==> src/hdl/pac_pkg.sv <==
// pac_pkg: shared types and constants of the polygon area / right-angle block
// no dependencies; imported by pac_front, pac_back and polygon_area_right_angle
package pac_pkg;

   // geometry and counting limits
   localparam int COORD_BITS   = 16;
   localparam int MAX_VERTICES = 1024;
   localparam int COUNT_BITS   = $clog2(MAX_VERTICES + 1);
   localparam int ACC_BITS     = 43;
   localparam int AREA_BITS    = 42;
   localparam int PROD_BITS    = 2 * COORD_BITS;
   localparam int DIFF_BITS    = COORD_BITS + 1;
   localparam int DOT_BITS     = 2 * DIFF_BITS;
   localparam int TERM_BITS    = PROD_BITS + 2;

   localparam logic [COUNT_BITS-1:0] COUNT_MAX = COUNT_BITS'(MAX_VERTICES);
   localparam logic [COUNT_BITS-1:0] COUNT_MIN = COUNT_BITS'(3);

   typedef struct packed {
      logic signed [COORD_BITS-1:0] x;
      logic signed [COORD_BITS-1:0] y;
   } point_type;

   // one classified vertex on its way from front to back
   typedef struct packed {
      point_type              cur;
      point_type              prev;
      point_type              older;
      point_type              first;
      point_type              second;
      logic                   add_cross;   // edge term from previous vertex
      logic                   test_mid;    // angle at previous vertex
      logic                   test_close;  // angles at last and first vertices
      logic                   last;
      logic [COUNT_BITS-1:0]  count;
      logic                   shape_ok;
   } job_type;

   // one finished polygon
   typedef struct packed {
      logic [AREA_BITS-1:0]   area_doubled;
      logic                   has_right_angle;
      logic [COUNT_BITS-1:0]  vertex_count;
      logic                   count_is_even;
      logic                   shape_valid;
   } result_type;

   // queue handshake as seen by a writer
   typedef struct packed {
      logic push;
      logic full;
   } wr_ctl_type;

endpackage

==> src/hdl/pac_front.sv <==
// pac_front: accepts vertices, tracks first/second/previous points and count
// depends on pac_pkg; feeds classified words to the job queue
module pac_front (
   input  logic                             clock,
   input  logic                             reset,
   input  logic                             req_push,
   input  logic [pac_pkg::COORD_BITS-1:0]   req_vertex_x,
   input  logic [pac_pkg::COORD_BITS-1:0]   req_vertex_y,
   input  logic                             req_last_vertex,
   output pac_pkg::wr_ctl_type              job_ctl_out,
   input  logic                             job_full,
   output pac_pkg::job_type                 job_word
);
   import pac_pkg::*;

   point_type              first_ff, first_in;
   point_type              second_ff, second_in;
   point_type              older_ff, older_in;
   point_type              prev_ff, prev_in;
   logic [COUNT_BITS-1:0]  seen_ff, seen_in;
   logic [COUNT_BITS-1:0]  seen_next;
   point_type              cur;
   logic                   accept;

   assign accept         = req_push && !job_full;
   assign cur.x          = $signed(req_vertex_x);
   assign cur.y          = $signed(req_vertex_y);
   assign seen_next      = (seen_ff == COUNT_MAX) ? seen_ff : seen_ff + 1'b1;
   assign job_ctl_out.push = accept;
   assign job_ctl_out.full = job_full;

   // classify the vertex
   always_comb begin
      job_word.cur        = cur;
      job_word.prev       = prev_ff;
      job_word.older      = older_ff;
      job_word.first      = (seen_ff == '0) ? cur : first_ff;
      job_word.second     = second_ff;
      job_word.add_cross  = (seen_ff != '0);
      job_word.test_mid   = (seen_ff >= COUNT_BITS'(2));
      job_word.test_close = req_last_vertex && (seen_ff >= COUNT_BITS'(2));
      job_word.last       = req_last_vertex;
      job_word.count      = seen_next;
      job_word.shape_ok   = (seen_next >= COUNT_MIN) && (seen_next < COUNT_MAX);
   end

   // point history; a last vertex starts a new polygon
   always_comb begin
      first_in  = first_ff;
      second_in = second_ff;
      older_in  = older_ff;
      prev_in   = prev_ff;
      seen_in   = seen_ff;
      if (accept) begin
         if (seen_ff == '0) begin
            first_in = cur;
         end
         if (seen_ff == COUNT_BITS'(1)) begin
            second_in = cur;
         end
         older_in = prev_ff;
         prev_in  = cur;
         seen_in  = req_last_vertex ? '0 : seen_next;
      end
   end

   always_ff @(posedge clock) begin
      if (reset) begin
         seen_ff <= '0;
      end else begin
         seen_ff <= seen_in;
      end
   end

   always_ff @(posedge clock) begin
      first_ff  <= first_in;
      second_ff <= second_in;
      older_ff  <= older_in;
      prev_ff   <= prev_in;
   end

   // count saturates and restarts after a last vertex
   assert property (@(posedge clock) disable iff (reset) seen_ff <= COUNT_MAX)
      else $error("pac_front: vertex count above limit");
   assert property (@(posedge clock) disable iff (reset)
      accept && req_last_vertex |=> seen_ff == '0)
      else $error("pac_front: count not cleared after last vertex");

endmodule

==> config.mk <==
export PLATFORM = sky130hd
export DESIGN_NAME = pac_front
export DESIGN_NICKNAME = d
export VERILOG_FILES = /design/src/hdl/pac_pkg.sv /design/src/hdl/pac_front.sv
export SDC_FILE = /design/constraint.sdc
export NUM_CORES = 1
export LEC_CHECK = 0
export BUFFER_PORTS_ARGS = -buffer_cell sky130_fd_sc_hd__buf_2
export CAP_MARGIN = 25
export CORE_AREA = 2 2 95 142
export CTS_CLUSTER_DIAMETER = 60
export DETAILED_ROUTE_END_ITERATION = 6
export DIE_AREA = 0 0 97 144
export PLACE_DENSITY = 0.72
export SLEW_MARGIN = 20
export SYNTH_ARGS = -nofsm -noshare
export SYNTH_HDL_FRONTEND = slang
export SYNTH_SLANG_ARGS = --single-unit
==> constraint.sdc <==
create_clock -name clock -period 4.1 [get_ports clock]
set_input_delay 0.41 -clock clock [delete_from_list [all_inputs] [get_ports clock]]
set_output_delay 0.41 -clock clock [all_outputs]
set_load 0.03 [all_outputs]
==> Flow_metrics.wiki <==
{| class="wikitable"
! Metric !! Value
|-
| CP arrival || 2.78 ns
|-
| Count of cells resized by post-cts repair || 0
|-
| Proportion of synthesized flip-flops having asynchronous set or reset || 0%
|-
| Wire length of the first global-routing pass || 17.7 mm
|-
| Worst Hold Class || input port to flop
|-
| Total nets after synthesis || 355
|-
| Logic depth of the worst setup path including buffers || 6
|-
| # hold bufs at CTS || 0
|-
| Maximum resistive drop on vdd || 250 µV
|-
| Ratio of cells with drive above 1 in the final layout || 56.1%
|-
| Count of maximum capacitance violations || 0
|-
| Period utilization || between 70% and 80%
|-
| FF-to-FF Start || seen_ff[4]
|-
| Leading area contributor after synthesis || edfxtp_1
|-
| H-Tree Depth || 4
|-
| Worst EP required || 3.69 ns
|-
| Top post-synthesis cells by count || 128 x edfxtp_1, 35 x buf_4, 29 x mux2_4, 14 x nand2_1, 11 x dfxtp_1
|-
| Setup Viol. Count Final || 0
|-
| Dominant cell by count in the synthesized netlist || edfxtp_1
|-
| Rel. slew slack || 40.9%
|-
| Portion of synthesized cell area occupied by the leading cell type || 70.3%
|-
| CP top delay family || simple AND/OR/NAND/NOR gates
|-
| First-pass iteration count of the detailed router || 4
|-
| Worst path slowest cell || or4_1
|-
| Antenna violation net count after detailed routing || 0
|-
| Final sum of negative setup slack || 0 ns
|-
| Drt total wl || 11.8 mm
|-
| Net count reported at finish || between 500 and 600
|-
| Final number of hold-violating endpoints || 0
|-
| Cell count after synthesis || 314
|-
| Final non-filler cell area || 7050 µm²
|-
| Startpoint Class || flop
|-
| CTS tree || built
|-
| Die Y-Extent || ~140 µm
|-
| R2R setup slack || between 1.5 and 2 ns
|-
| Overflow left after global routing || 0
|-
| Core footprint || 12800 µm²
|-
| Number of enable flip-flop cells after synthesis || 128
|-
| Pin count of the biggest net entering global routing || 54
|-
| Leakage power figure || between 0.002 and 0.003 µW
|-
| Destination of the critical timing path || job_word[60]
|-
| Initial core utilization || between 40% and 50%
|-
| Cell area after synthesis || 5470 µm²
|-
| Count of buffer and inverter cells on the critical path || 2
|-
| Signed area change from the synthesized netlist to the final layout || 28.9%
|-
| Cell variety after synth || 39
|-
| Worst-margin pin slew || 0.887 ns
|-
| Row count || 51
|-
| Portion of the post-synthesis area used by sequential elements || 74.3%
|-
| Total vias in the final route || 3313
|-
| Number of ports placed on the die boundary || 215
|-
| Worst R2R Path Depth || 3
|-
| Fin util || 55.0%
|-
| Delay of the slowest cell on the worst path || around 0.71 ns
|-
| Global routing usage summed across all routing layers || 16.5%
|-
| Launching element of the worst setup path || seen_ff[4]
|-
| Antenna cell count || 0
|-
| Placer congestion estimate || 0.790
|-
| Area after detailed placement || about 6400 µm²
|-
| Die Width || 97 µm
|-
| Max Freq || 314 MHz
|-
| Fin Clk Skew || around 0.012 ns
|-
| Total DRC errors in the routed layout || 0
|-
| TritonCTS Sinks || 139
|-
| Time the worst path needs with I/O delays and setup || roughly 3.2 ns
|-
| Top area cells in the synthesized netlist || edfxtp_1 70%, mux2_4 8.0%, buf_4 4.8%, dfxtp_1 4.0%, nand2_1 0.96%
|-
| Power density over the cells || ~510 nW/µm²
|-
| Count of non-filler cells in the finished layout || 678
|-
| Clock root cell || clkbuf_16
|-
| Post-DP HPWL || 8.25 mm
|-
| 1st-iter DRT viols || 146
|-
| Most frequently used flop master after synthesis || edfxtp_1
|-
| Nature of the critical path endpoint || output pin
|-
| Capture instance of the worst register-to-register path || job_word[36]
|-
| Average cell area after synthesis || 17.4 µm²
|-
| Final-report max-slew violation count || 0
|-
| Buffers on Ports || 214
|-
| Antenna violations before repair || 0
|-
| Register bit total from synthesis || between 100 and 150
|-
| Yosys warning count || 0
|-
| Skew-Pair Late Insertion Delay || 0.40 ns
|-
| Routed wirelength normalized by instance count || 17.5 µm
|-
| Vias in the first global route || 3243
|-
| CP Cell Sequence || or4_1 -> nor3_4 -> nand2_2 -> buf_4 -> mux2_4 -> buf_2
|-
| Result of the run || completed
|-
| Setup repair after global routing missed its margin || no
|-
| Type of the setup path with the least slack || flop to output pin
|-
| Maximum fanout along the worst path || 16
|-
| Post-CTS Repair Setup Buffers || 0
|-
| Number of buffers created by CTS || 17
|-
| Clock Pin Slew Worst Setup and Hold Paths || 0.06 ns
|-
| Die ar. || 14000 µm²
|-
| Total of fill cells in the finished design || 1059
|-
| Post-placement cell count || 646
|-
| Average vias per placed instance || 4.89
|-
| Buffer levels on the longest clock path || 2
|}
## kinds of logic after synthesis
kind of cell / Yosys count / share of synthesized area, %
AO/OA/AOI/OAI: 33 / 3.82
XOR/XNOR: 5 / 0.801
adder cells (fa/ha/maj): 4 / 0.915
buffers and inverters: 49 / 6.41
flip-flops: 139 / 74.3
multiplexers: 32 / 8.58
AND/OR/NAND/NOR: 52 / 5.17
## cell type report
type / instances / area (µm²) / area share (%)
clock buffer: 17 / 425 / 6.03
sequential: 139 / 4060 / 57.6
clock inverter: 15 / 188 / 2.66
inverter: 4 / 18.8 / 0.266
timing repair buffer: 218 / 1100 / 15.6
multi-input combinational: 126 / 1060 / 15.0
tap: 159 / 199 / 2.82
## per-stage QoR
step | worst slack [ns] | power, µW | hold WS (ns)
6_report | 0.911 | 3570 | 0.224
5_1_grt | 0.760 | 3700 | 0.203
4_1_cts | 0.881 | 3610 | 0.202
3_5_place_dp | 1.34 | 2030 | 0.431
3_3_place_gp | 1.40 | 2030 | 0.426
2_1_floorplan | 0.629 | 1930 | 0.470
## registers in the layout (all words and copies together), names as in the netlist
register  flops
first_ff     32
job_word     96
seen_ff      11
## worst reg2reg max path: cells and delay by family (launching register included)
family           cells  cell delay (ns)
flip-flops           1             0.36
AND/OR/NAND/NOR      3             1.77
## where the power goes
part | internal (µW) | total, µW | switching (µW)
Sequential | 1610 | 1630 | 19.5
Combinational | 106 | 369 | 263
Clock | 969 | 1560 | 595
## worst min path at each step
stage                     startpoint             to  slack [ns]  depth (start not counted)
finish               req_vertex_y[1]   job_word[17]        0.22                          1
global route        req_vertex_y[15]  job_word[127]        0.20                          1
CTS                 req_vertex_x[10]  job_word[138]        0.20                          1
detailed placement     job_word[140]  job_word[108]        0.43                          0
global placement       job_word[119]   job_word[87]        0.43                          0
floorplan                 seen_ff[9]     seen_ff[9]        0.47                          2
## layer usage
| metal | GRT usage [%] | part of all wire [%] | vias to the layer above |
|---|---|---|---|
| met2 | 28.7 | 55 | 136 |
| li1 | - | - | 1543 |
| met5 | 0 | 0 | - |
| met1 | 19.4 | 39 | 1629 |
| met4 | 6.45 | 0.68 | 0 |
| met3 | 4.88 | 5.8 | 5 |
## cell usage in the layout, fill, tap and decap left out, types with 2 or more instances in the layout
cell type	instances
nor4_1	6
ha_1	4
edfxtp_1	128
o31a_1	5
buf_2	214
nand2_1	14
o21ai_0	9
clkinv_4	4
bufinv_16	3
a31oi_1	3
buf_4	4
a21oi_1	9
or4_1	2
mux2_4	29
mux2_2	3
xnor2_1	3
clkinvlp_4	2
inv_1	3
nor3_1	3
xor2_1	2
nor2_1	7
inv_6	4
nand3_1	5
or2_2	4
dfxtp_1	11
clkbuf_16	17
nand3b_1	2
(Power assumes the default switching activity.)
