File: src/hdl/pac_fifo.sv
// pac_fifo: small register queue with push/full and pop/empty sides
// no package dependency; item type and depth come from the instantiating module
module pac_fifo #(
   parameter type item_type = logic,
   parameter int  DEPTH     = 4
) (
   input  logic     clock,
   input  logic     reset,
   input  logic     push,
   input  item_type wdata,
   output logic     full,
   input  logic     pop,
   output item_type rdata,
   output logic     empty
);

   localparam int PTR_W = (DEPTH > 1) ? $clog2(DEPTH) : 1;
   localparam int CNT_W = $clog2(DEPTH + 1);

   item_type            mem_ff [DEPTH];
   logic [PTR_W-1:0]    wr_ptr_ff, wr_ptr_in;
   logic [PTR_W-1:0]    rd_ptr_ff, rd_ptr_in;
   logic [CNT_W-1:0]    count_ff, count_in;
   logic                do_push, do_pop;

   assign full    = (count_ff == CNT_W'(DEPTH));
   assign empty   = (count_ff == '0);
   assign do_push = push && !full;
   assign do_pop  = pop && !empty;
   assign rdata   = mem_ff[rd_ptr_ff];

   // pointer and fill tracking
   always_comb begin
      wr_ptr_in = wr_ptr_ff;
      rd_ptr_in = rd_ptr_ff;
      count_in  = count_ff;
      if (do_push) begin
         wr_ptr_in = (wr_ptr_ff == PTR_W'(DEPTH - 1)) ? '0 : wr_ptr_ff + 1'b1;
      end
      if (do_pop) begin
         rd_ptr_in = (rd_ptr_ff == PTR_W'(DEPTH - 1)) ? '0 : rd_ptr_ff + 1'b1;
      end
      if (do_push && !do_pop) begin
         count_in = count_ff + 1'b1;
      end else if (do_pop && !do_push) begin
         count_in = count_ff - 1'b1;
      end
   end

   always_ff @(posedge clock) begin
      if (reset) begin
         wr_ptr_ff <= '0;
         rd_ptr_ff <= '0;
         count_ff  <= '0;
      end else begin
         wr_ptr_ff <= wr_ptr_in;
         rd_ptr_ff <= rd_ptr_in;
         count_ff  <= count_in;
      end
   end

   // storage
   always_ff @(posedge clock) begin
      if (do_push) begin
         mem_ff[wr_ptr_ff] <= wdata;
      end
   end

   // fill level never passes the depth
   assert property (@(posedge clock) disable iff (reset) count_ff <= CNT_W'(DEPTH))
      else $error("pac_fifo: fill level above depth");

endmodule

File: config.mk
export PLATFORM = sky130hd
export DESIGN_NAME = pac_fifo
export DESIGN_NICKNAME = d
export VERILOG_FILES = /design/src/hdl/pac_fifo.sv
export SDC_FILE = /design/constraint.sdc
export NUM_CORES = 1
export LEC_CHECK = 0
export BUFFER_PORTS_ARGS = -buffer_cell sky130_fd_sc_hd__buf_4
export CORE_AREA = 2 2 39 41
export CTS_CLUSTER_SIZE = 20
export DETAILED_ROUTE_END_ITERATION = 8
export DIE_AREA = 0 0 41 43
export GPL_ROUTABILITY_DRIVEN = 0
export HOLD_SLACK_MARGIN = 0.1
export PLACE_DENSITY = 0.75
export REMOVE_ABC_BUFFERS = 1
export SYNTH_ARGS = -nofsm -noshare
export SYNTH_HDL_FRONTEND = slang
export SYNTH_SLANG_ARGS = --single-unit
File: constraint.sdc
create_clock -name clock -period 3.7 [get_ports clock]
set_input_delay 0.74 -clock clock [delete_from_list [all_inputs] [get_ports clock]]
set_output_delay 0.74 -clock clock [all_outputs]
set_load 0.01 [all_outputs]
==> results.yml, run 1 <==
die:
  io_pins: 8
  die_w_um: 41
  num_rows: 14
  dieArea_mm2: 0.00176
  start_util: 0.467
  fp.coreArea_mm2: 0.00138
  die_h_um: 43
sta:
  finalSetupViolations: 0
  drv_slew: 0
  max_freq_ghz: 0.437
  period_needed_ns: 2.29
  rsz0062_at_grt: "false"
  min_period_over_period: 0.618
  hold_viol: 0
  finalClockSkew_ns: 0.00135
  fin_ws_ns: 1.41
  slew_headroom: 0.748
  fin_setup_tns_ns: 0
  worstMarginPinSlew_ns: 0.376
detailed_routing:
  wl_met3_um: 38
  drc: 0
  dr_total_vias: 405
  ant_nets: 0
  vias_per_cell: 5.06
  maxUsedRoutingLayer: "met3"
  routedWlPerCell_um: 11.3
  routed_wl_um: 902
  wirelength_met1_um: 401
  routed-wl-met2_um: 462
  drtIter0Drc: 4
  first_pass_iters: 2
critical_path:
  endpoint_kind: "register"
  critPathSlowestCell: "dfxtp_1"
  crit_type: "reg2reg"
  cp.required_ns: 3.90
  arrival_ns: 2.49
  worst-path-stages: 9
  endpoint: "count_ff[2]"
  cp-start-kind: "register"
  critPathBufInv: 2
  cp_slowest_stage_delay_ns: 0.44
  r2r_end: "count_ff[2]"
  cp_cell_sequence: "or3b_1, clkinv_4, nor2_2, ha_1, inv_1, fa_1, xor2_1, or3_1, a21oi_1"
  reg2reg_slack_ns: 1.41
  critPathMaxFanout: 7
  reg2reg_depth: 9
  worstReg2RegStart: "count_ff[0]"
  crit_path_start: "count_ff[0]"
  path_delay_family: "simple AND/OR/NAND/NOR gates"
clocking:
  root_buffer: "clkbuf_4"
  clock_latency_ns: 0.26
  cts_made_buffers: 3
  cts_setup_buffers: 0
  postCtsResizedCells: 0
  clk_path_buf_depth: 2
  cts.sinks: 13
  cts_tree: "yes"
  clkTransAtPathRegs_ns: 0.07
  cts_htree_levels: 1
  ctsHoldBuffers: 0
flow_run:
  maxCapViolCount: 0
grt:
  grt_pass1_vias: 406
  gr-total-overflow: 0
  antenna_found_initial: 0
  grt_pass1_wl_um: 1720
  grt_start_max_net_pins: 9
  track_usage: 0.147
outcome:
  status: "finished clean"
yosys:
  synth.distinct_cells: 24
  syn_inst: 55
  synth_common_cells: "9 x dfxtp_1, 6 x ha_1, 4 x and3_1, 4 x edfxtp_1"
  async_flop_share: 0
  synth_edf_count: 4
  yosys-top-cells-area: "dfxtp_1 28%, edfxtp_1 19%, ha_1 12%, and3_1 3.9%, o31ai_2 3.9%"
  yosys.area.top_type_share: 0.279
  ys.flop_type: "dfxtp_1"
  syn_area_um2: 646
  synth.avg_cell_area_um2: 11.7
  yosys_warnings: 0
  ys_ff_latch: 13
  yosys.area.top_type: "dfxtp_1"
  post-synth-top-count-cell: "dfxtp_1"
  seq_area_frac_synth: 0.465
cells_and_area:
  diodes: 0
  finalNonFillerCells: 80
  drive_gt1_frac: 0.250
  syn_to_final_growth_pct: 13.0
  stdcell_area_um2: 729
  nNetsFinal: 77
place:
  place_ws_ns: 1.25
  portBuffers: 7
  hpwl_um: 727
  dpl_cell_area_um2: 703
  dp_cells: 76
power:
  ir_worst_vdd_mv: 0.331
  p_leak_nw: 0.328
  power_density_mw_per_mm2: 626
hold_path:
  min_path_cells: 2
  hold_path.class: "reg2reg"
  worstHoldStart: "rd_ptr_ff[0]"
[routing by layer]
metal	vias up	global-route usage
met4	0	0.0800
met5	-	0
li1	210	-
met1	189	0.190
met3	0	0.0314
met2	6	0.219
[cell families after synthesis]
| group | synth area share |
|---|---|
| XOR/XNOR | 0.0271 |
| buffers and inverters | 0.0814 |
| AO/OA/AOI/OAI | 0.0775 |
| AND/OR/NAND/NOR | 0.136 |
| multiplexers | 0.0659 |
| adder cells (fa/ha/maj) | 0.147 |
| flip-flops | 0.465 |
[how the worst min path moves through the flow]
| stage | endpoint | slack, ns |
|---|---|---|
| floorplan | register | 0.46 |
| global placement | rd_ptr_ff[0] | 0.48 |
| detailed placement | rd_ptr_ff[0] | 0.49 |
| CTS | register | 0.50 |
| global route | register | 0.54 |
| finish | register | 0.49 |
[metrics by stage]
step	util	total power [mW]	hold slack, ns
after floorplan	-	0.327	0.456
after global placement	0.508	0.373	0.482
after detailed placement	0.508	0.379	0.489
after CTS	0.527	0.464	0.501
after global routing	0.527	0.503	0.543
final	0.527	0.457	0.493
[cell usage in the layout (no fill, tap or decap), types with 2 or more instances in the layout]
cell type / n
a21oi_1: 3
o31ai_2: 2
nor2_1: 3
edfxtp_1: 4
nor3_1: 2
clkbuf_4: 3
xor2_1: 2
and3_1: 4
or3_1: 2
mux2i_1: 2
buf_4: 7
dfxtp_1: 9
inv_1: 3
ha_1: 6
nand3_1: 2
[cell type report]
| cell class | instances | area, um^2 |
|---|---|---|
| inverter | 5 | 37.5 |
| tap | 16 | 20.0 |
| fill | 131 | 654 |
| timing repair buffer | 7 | 52.6 |
| clock buffer | 4 | 26.3 |
| sequential | 13 | 300 |
| multi-input combinational | 35 | 293 |
[tightest hold or removal path: cells and delay by family, from the launching register on]
family,cells,cell delay [ns]
AOI/OAI and AO/OA,1,0.07
DFF,1,0.33
and+or+nand+nor,1,0.05
[power breakdown]
part           switching (mW)  internal (mW)  total, mW
Sequential             0.0287          0.179      0.208
Clock                  0.0416         0.0417     0.0833
Combinational          0.0802         0.0855      0.166
(Power assumes the default switching activity.)
==> inputs of run 2 (changes only) <==
--- a/config.mk
+++ b/config.mk
@@ -6,13 +6,13 @@
 export NUM_CORES = 1
 export LEC_CHECK = 0
 export BUFFER_PORTS_ARGS = -buffer_cell sky130_fd_sc_hd__buf_4
-export CORE_AREA = 2 2 39 41
+export CORE_MARGIN = 1
+export CORE_UTILIZATION = 48
 export CTS_CLUSTER_SIZE = 20
 export DETAILED_ROUTE_END_ITERATION = 8
-export DIE_AREA = 0 0 41 43
 export GPL_ROUTABILITY_DRIVEN = 0
 export HOLD_SLACK_MARGIN = 0.1
-export PLACE_DENSITY = 0.75
+export PLACE_DENSITY = 0.77
 export REMOVE_ABC_BUFFERS = 1
 export SYNTH_ARGS = -nofsm -noshare
 export SYNTH_HDL_FRONTEND = slang
==> constraint.sdc (replaced) <==
create_clock -name clock -period 2 [get_ports clock]
set_input_delay 0.4 -clock clock [delete_from_list [all_inputs] [get_ports clock]]
set_output_delay 0.4 -clock clock [all_outputs]
set_load 0.01 [all_outputs]
==> results.yml, run 2 (synthesized netlist as in run 1, its figures left out) <==
outcome:
  status: "finished clean"
detailed_routing:
  wl_met3_um: 65
  ant_nets: 0
  first_pass_iters: 4
  drtIter0Drc: 3
  drc: 0
  routed_wl_um: 959
  dr_total_vias: 448
  wirelength_met1_um: 433
  maxUsedRoutingLayer: "met3"
  vias_per_cell: 5.09
  routed-wl-met2_um: 460
  routedWlPerCell_um: 10.9
cells_and_area:
  syn_to_final_growth_pct: 28.3
  postLayoutCoreUtil: 0.707
  fill_cells: 80
  diodes: 0
  seq_area_um2: 304
  final_common_cell: "buf_4"
  stdcell_area_um2: 828
  multi_input_area_um2: 315
  final_cell_mix: "17 x buf_4, 8 x dfxtp_1, 5 x ha_1"
  drive_gt1_frac: 0.419
  nNetsFinal: 87
sta:
  max_freq_ghz: 0.520
  fin_setup_tns_ns: 0
  period_needed_ns: 1.92
  min_period_over_period: 0.962
  finalSetupViolations: 0
  slew_headroom: 0.779
  worstMarginPinSlew_ns: 0.330
  fin_ws_ns: 0.0766
  hold_ws_ns: 0.324
  hold_viol: 0
  drv_slew: 0
  finalClockSkew_ns: 0.00206
clocking:
  cts_tree: "yes"
  cts_made_buffers: 3
  ctsHoldBuffers: 0
  clk_path_buf_depth: 2
  cts.sinks: 13
  cts_htree_levels: 1
  clkTransAtPathRegs_ns: 0.08
  clock_latency_ns: 0.27
  root_buffer: "clkbuf_4"
die:
  num_rows: 12
  fp.coreArea_mm2: 0.00117
  io_pins: 8
  dieArea_mm2: 0.00150
  die_w_um: 38.7
  die_h_um: 38.7
  start_util: 0.551
grt:
  grt_pass1_wl_um: 1540
  grt_pass1_vias: 405
  gr-total-overflow: 0
  track_usage: 0.166
  antenna_found_initial: 0
  grt_start_max_net_pins: 9
critical_path:
  reg2reg_depth: 9
  endpoint: "count_ff[2]"
  critPathSlowestCell: "dfxtp_4"
  crit_type: "reg2reg"
  worst-path-stages: 9
  critPathBufInv: 2
  arrival_ns: 2.13
  cp_cell_sequence: "or3b_4, clkinv_4, nor2_4, ha_4, inv_2, fa_2, xor2_1, or3_1, a21oi_1"
  worstReg2RegStart: "count_ff[2]"
  reg2reg_slack_ns: 0.08
  crit_path_start: "count_ff[2]"
  endpoint_kind: "register"
  r2r_end: "count_ff[2]"
  cp-start-kind: "register"
  path_delay_family: "simple AND/OR/NAND/NOR gates"
  critPathMaxFanout: 4
  cp_slowest_stage_delay_ns: 0.36
  cp.required_ns: 2.21
flow_run:
  maxCapViolCount: 0
place:
  dpl_cell_area_um2: 761
  hpwl_um: 699
  portBuffers: 7
  place_ws_ns: -0.0230
power:
  ir_worst_vdd_mv: 0.765
  power_density_mw_per_mm2: 1170
  p_leak_nw: 0.380
hold_path:
  min_path_cells: 1
  hold_path.class: "in2reg"
[run 2: how the worst min path moves through the flow]
| stage | from | to | slack, ns |
|---|---|---|---|
| floorplan | rd_ptr_ff[0] | register | 0.46 |
| global placement | rd_ptr_ff[0] | rd_ptr_ff[0] | 0.48 |
| detailed placement | rd_ptr_ff[0] | rd_ptr_ff[0] | 0.49 |
| CTS | wdata | mem_ff[3] | 0.31 |
| global route | wdata | mem_ff[3] | 0.31 |
| finish | wdata | mem_ff[3] | 0.32 |
[run 2: final cells by class]
class	instances	area share
Clock buffer	4	0.0317
Inverter	5	0.0453
Multi-Input combinational cell	35	0.381
Sequential cell	13	0.367
Timing Repair Buffer	17	0.154
Tap cell	14	0.0211
[run 2: through the flow]
stage / instances / total power, mW
global placement: 82 / 0.745
CTS: 87 / 0.942
global route: 88 / 1.03
floorplan: 53 / 0.605
finish: 88 / 0.965
detailed placement: 82 / 0.757
[run 2: where the power goes]
| part | internal, mW | leakage, nW | switching (mW) |
|---|---|---|---|
| Sequential | 0.334 | 0.111 | 0.0415 |
| Combinational | 0.245 | 0.253 | 0.183 |
| Clock | 0.0772 | 0.0150 | 0.0841 |
| Total | 0.656 | 0.380 | 0.309 |
[run 2: timing repair]
action,CTS,global route
pin swaps,0,1
setup buffers,1,1
resized for setup,3,5
endpoints found under the setup margin,1,1
[run 2: metal layers]
metal	track usage	vias to the layer above
li1	-	229
met1	0.164	206
met2	0.271	13
met3	0.0867	0
met4	0.103	0
met5	0	-
[run 2: worst reg2reg max path, cell delays in order (launching register included)]
cell	delay (ns)
dfxtp_4	0.36
or3b_4	0.25
clkinv_4	0.06
nor2_4	0.11
ha_4	0.15
inv_2	0.03
fa_2	0.32
xor2_1	0.15
or3_1	0.30
a21oi_1	0.11
==> inputs of run 3 (changes only) <==
--- a/config.mk
+++ b/config.mk
@@ -14,6 +14,7 @@
 export HOLD_SLACK_MARGIN = 0.1
 export PLACE_DENSITY = 0.77
 export REMOVE_ABC_BUFFERS = 1
+export SETUP_SLACK_MARGIN = 0.5
 export SYNTH_ARGS = -nofsm -noshare
 export SYNTH_HDL_FRONTEND = slang
 export SYNTH_SLANG_ARGS = --single-unit
==> results.yml, run 3 (synthesized netlist as in run 1, its figures left out) <==
sta:
  hold_viol: 0
  fin_ws_ns: 0.0675
  finalSetupViolations: 0
  min_period_over_period: 0.966
  period_needed_ns: 1.93
  max_freq_ghz: 0.517
  drv_slew: 0
  worstMarginPinSlew_ns: 0.362
  fin_setup_tns_ns: 0
  finalClockSkew_ns: 0.00547
  rsz0062_at_grt: "true"
  slew_headroom: 0.757
die:
  num_rows: 12
  dieArea_mm2: 0.00150
  io_pins: 8
  start_util: 0.551
  die_w_um: 38.7
  fp.coreArea_mm2: 0.00117
  die_h_um: 38.7
clocking:
  cts.sinks: 13
  cts_tree: "yes"
  cts_made_buffers: 3
  clk_path_buf_depth: 2
  ctsHoldBuffers: 0
  clkTransAtPathRegs_ns: 0.08
  clock_latency_ns: 0.29
  cts_htree_levels: 1
  root_buffer: "clkbuf_4"
power:
  p_leak_nw: 0.398
  p_int_mw: 0.691
  p_sw_mw: 0.336
  p_comb_frac: 0.464
  ir_worst_vdd_mv: 0.754
  seq_power_share: 0.369
  netSwitchingFraction: 0.328
  pwr-share-clk: 0.167
  power_density_mw_per_mm2: 1180
grt:
  antenna_found_initial: 0
  grt_pass1_vias: 455
  grt_start_max_net_pins: 9
  track_usage: 0.212
  gr-total-overflow: 0
  grt_pass1_wl_um: 1890
place:
  portBuffers: 7
  place_ws_ns: -0.0230
  hpwl_um: 699
detailed_routing:
  dr_total_vias: 465
  first_pass_iters: 4
  routed-wl-met2_um: 585
  drc: 0
  ant_nets: 0
  wl_met3_um: 53
  maxUsedRoutingLayer: "met4"
  drtIter0Drc: 6
  routedWlPerCell_um: 12.6
  wirelength_met1_um: 464
  routed_wl_um: 1140
  vias_per_cell: 5.11
critical_path:
  arrival_ns: 2.16
  reg2reg_slack_ns: 0.07
  crit_path_start: "count_ff[2]"
  critPathMaxFanout: 4
  crit_type: "reg2reg"
  endpoint_kind: "register"
  cp-start-kind: "register"
  cp.required_ns: 2.22
  worstReg2RegStart: "count_ff[2]"
cells_and_area:
  drive_gt1_frac: 0.455
  final_common_cell: "buf_4"
  diodes: 0
  final_cell_mix: "16 x buf_4, 7 x dfxtp_1, 5 x ha_1"
  nNetsFinal: 90
  syn_to_final_growth_pct: 34.3
  seq_area_um2: 305
  fill_cells: 77
  multi_input_area_um2: 315
hold_path:
  worstHoldStart: "wdata"
  hold_path.class: "in2reg"
flow_run:
  maxCapViolCount: 0
outcome:
  status: "finished clean"
-- run 3: worst paths after layout --
path / to / depth (start not counted)
min: mem_ff[3] / 1
max: count_ff[2] / 9
min reg2reg: rd_ptr_ff[0] / 2
max reg2reg: count_ff[2] / 9
-- run 3: area by class of cell --
type | count | area share
multi-input combinational | 35 | 0.364
timing repair buffer | 20 | 0.190
inverter | 5 | 0.0433
clock buffer | 4 | 0.0303
tap | 14 | 0.0202
sequential | 13 | 0.352
-- run 3: power by group through the flow --
stage	combinational (mW)	clock, mW	sequential, mW
finish	0.476	0.172	0.379
global route	0.520	0.186	0.386
CTS	0.460	0.171	0.377
detailed placement	0.377	0	0.380
global placement	0.368	0	0.377
floorplan	0.225	0	0.380
-- run 3: timing repair --
item | in CTS | in global routing
gates resized for setup | 11 | 2
setup endpoints to repair | 6 | 6
setup buffers | 4 | 1
pin swaps | 1 | 3
-- run 3: routing by layer --
metal | up-vias | global-route usage
met5 | - | 0
li1 | 235 | -
met3 | 4 | 0.0867
met2 | 10 | 0.354
met4 | 0 | 0.155
met1 | 216 | 0.205
-- run 3: critical path, cell delays in order, from the launching register on --
cell	delay, ns
dfxtp_4	0.36
or3b_4	0.25
clkinv_4	0.05
nor2_4	0.11
ha_4	0.15
inv_2	0.04
fa_2	0.32
xor2_1	0.15
or3_1	0.31
a21oi_1	0.12
-- run 3: per-stage QoR --
step	total power [mW]	cell area (um^2)	instances	utilization	hold slack [ns]
global route	1.09	867	91	0.740	0.298
detailed placement	0.757	761	82	0.650	0.487
floorplan	0.605	631	53	-	0.456
global placement	0.745	761	82	0.650	0.483
CTS	1.01	857	90	0.732	0.307
finish	1.03	867	91	0.740	0.305
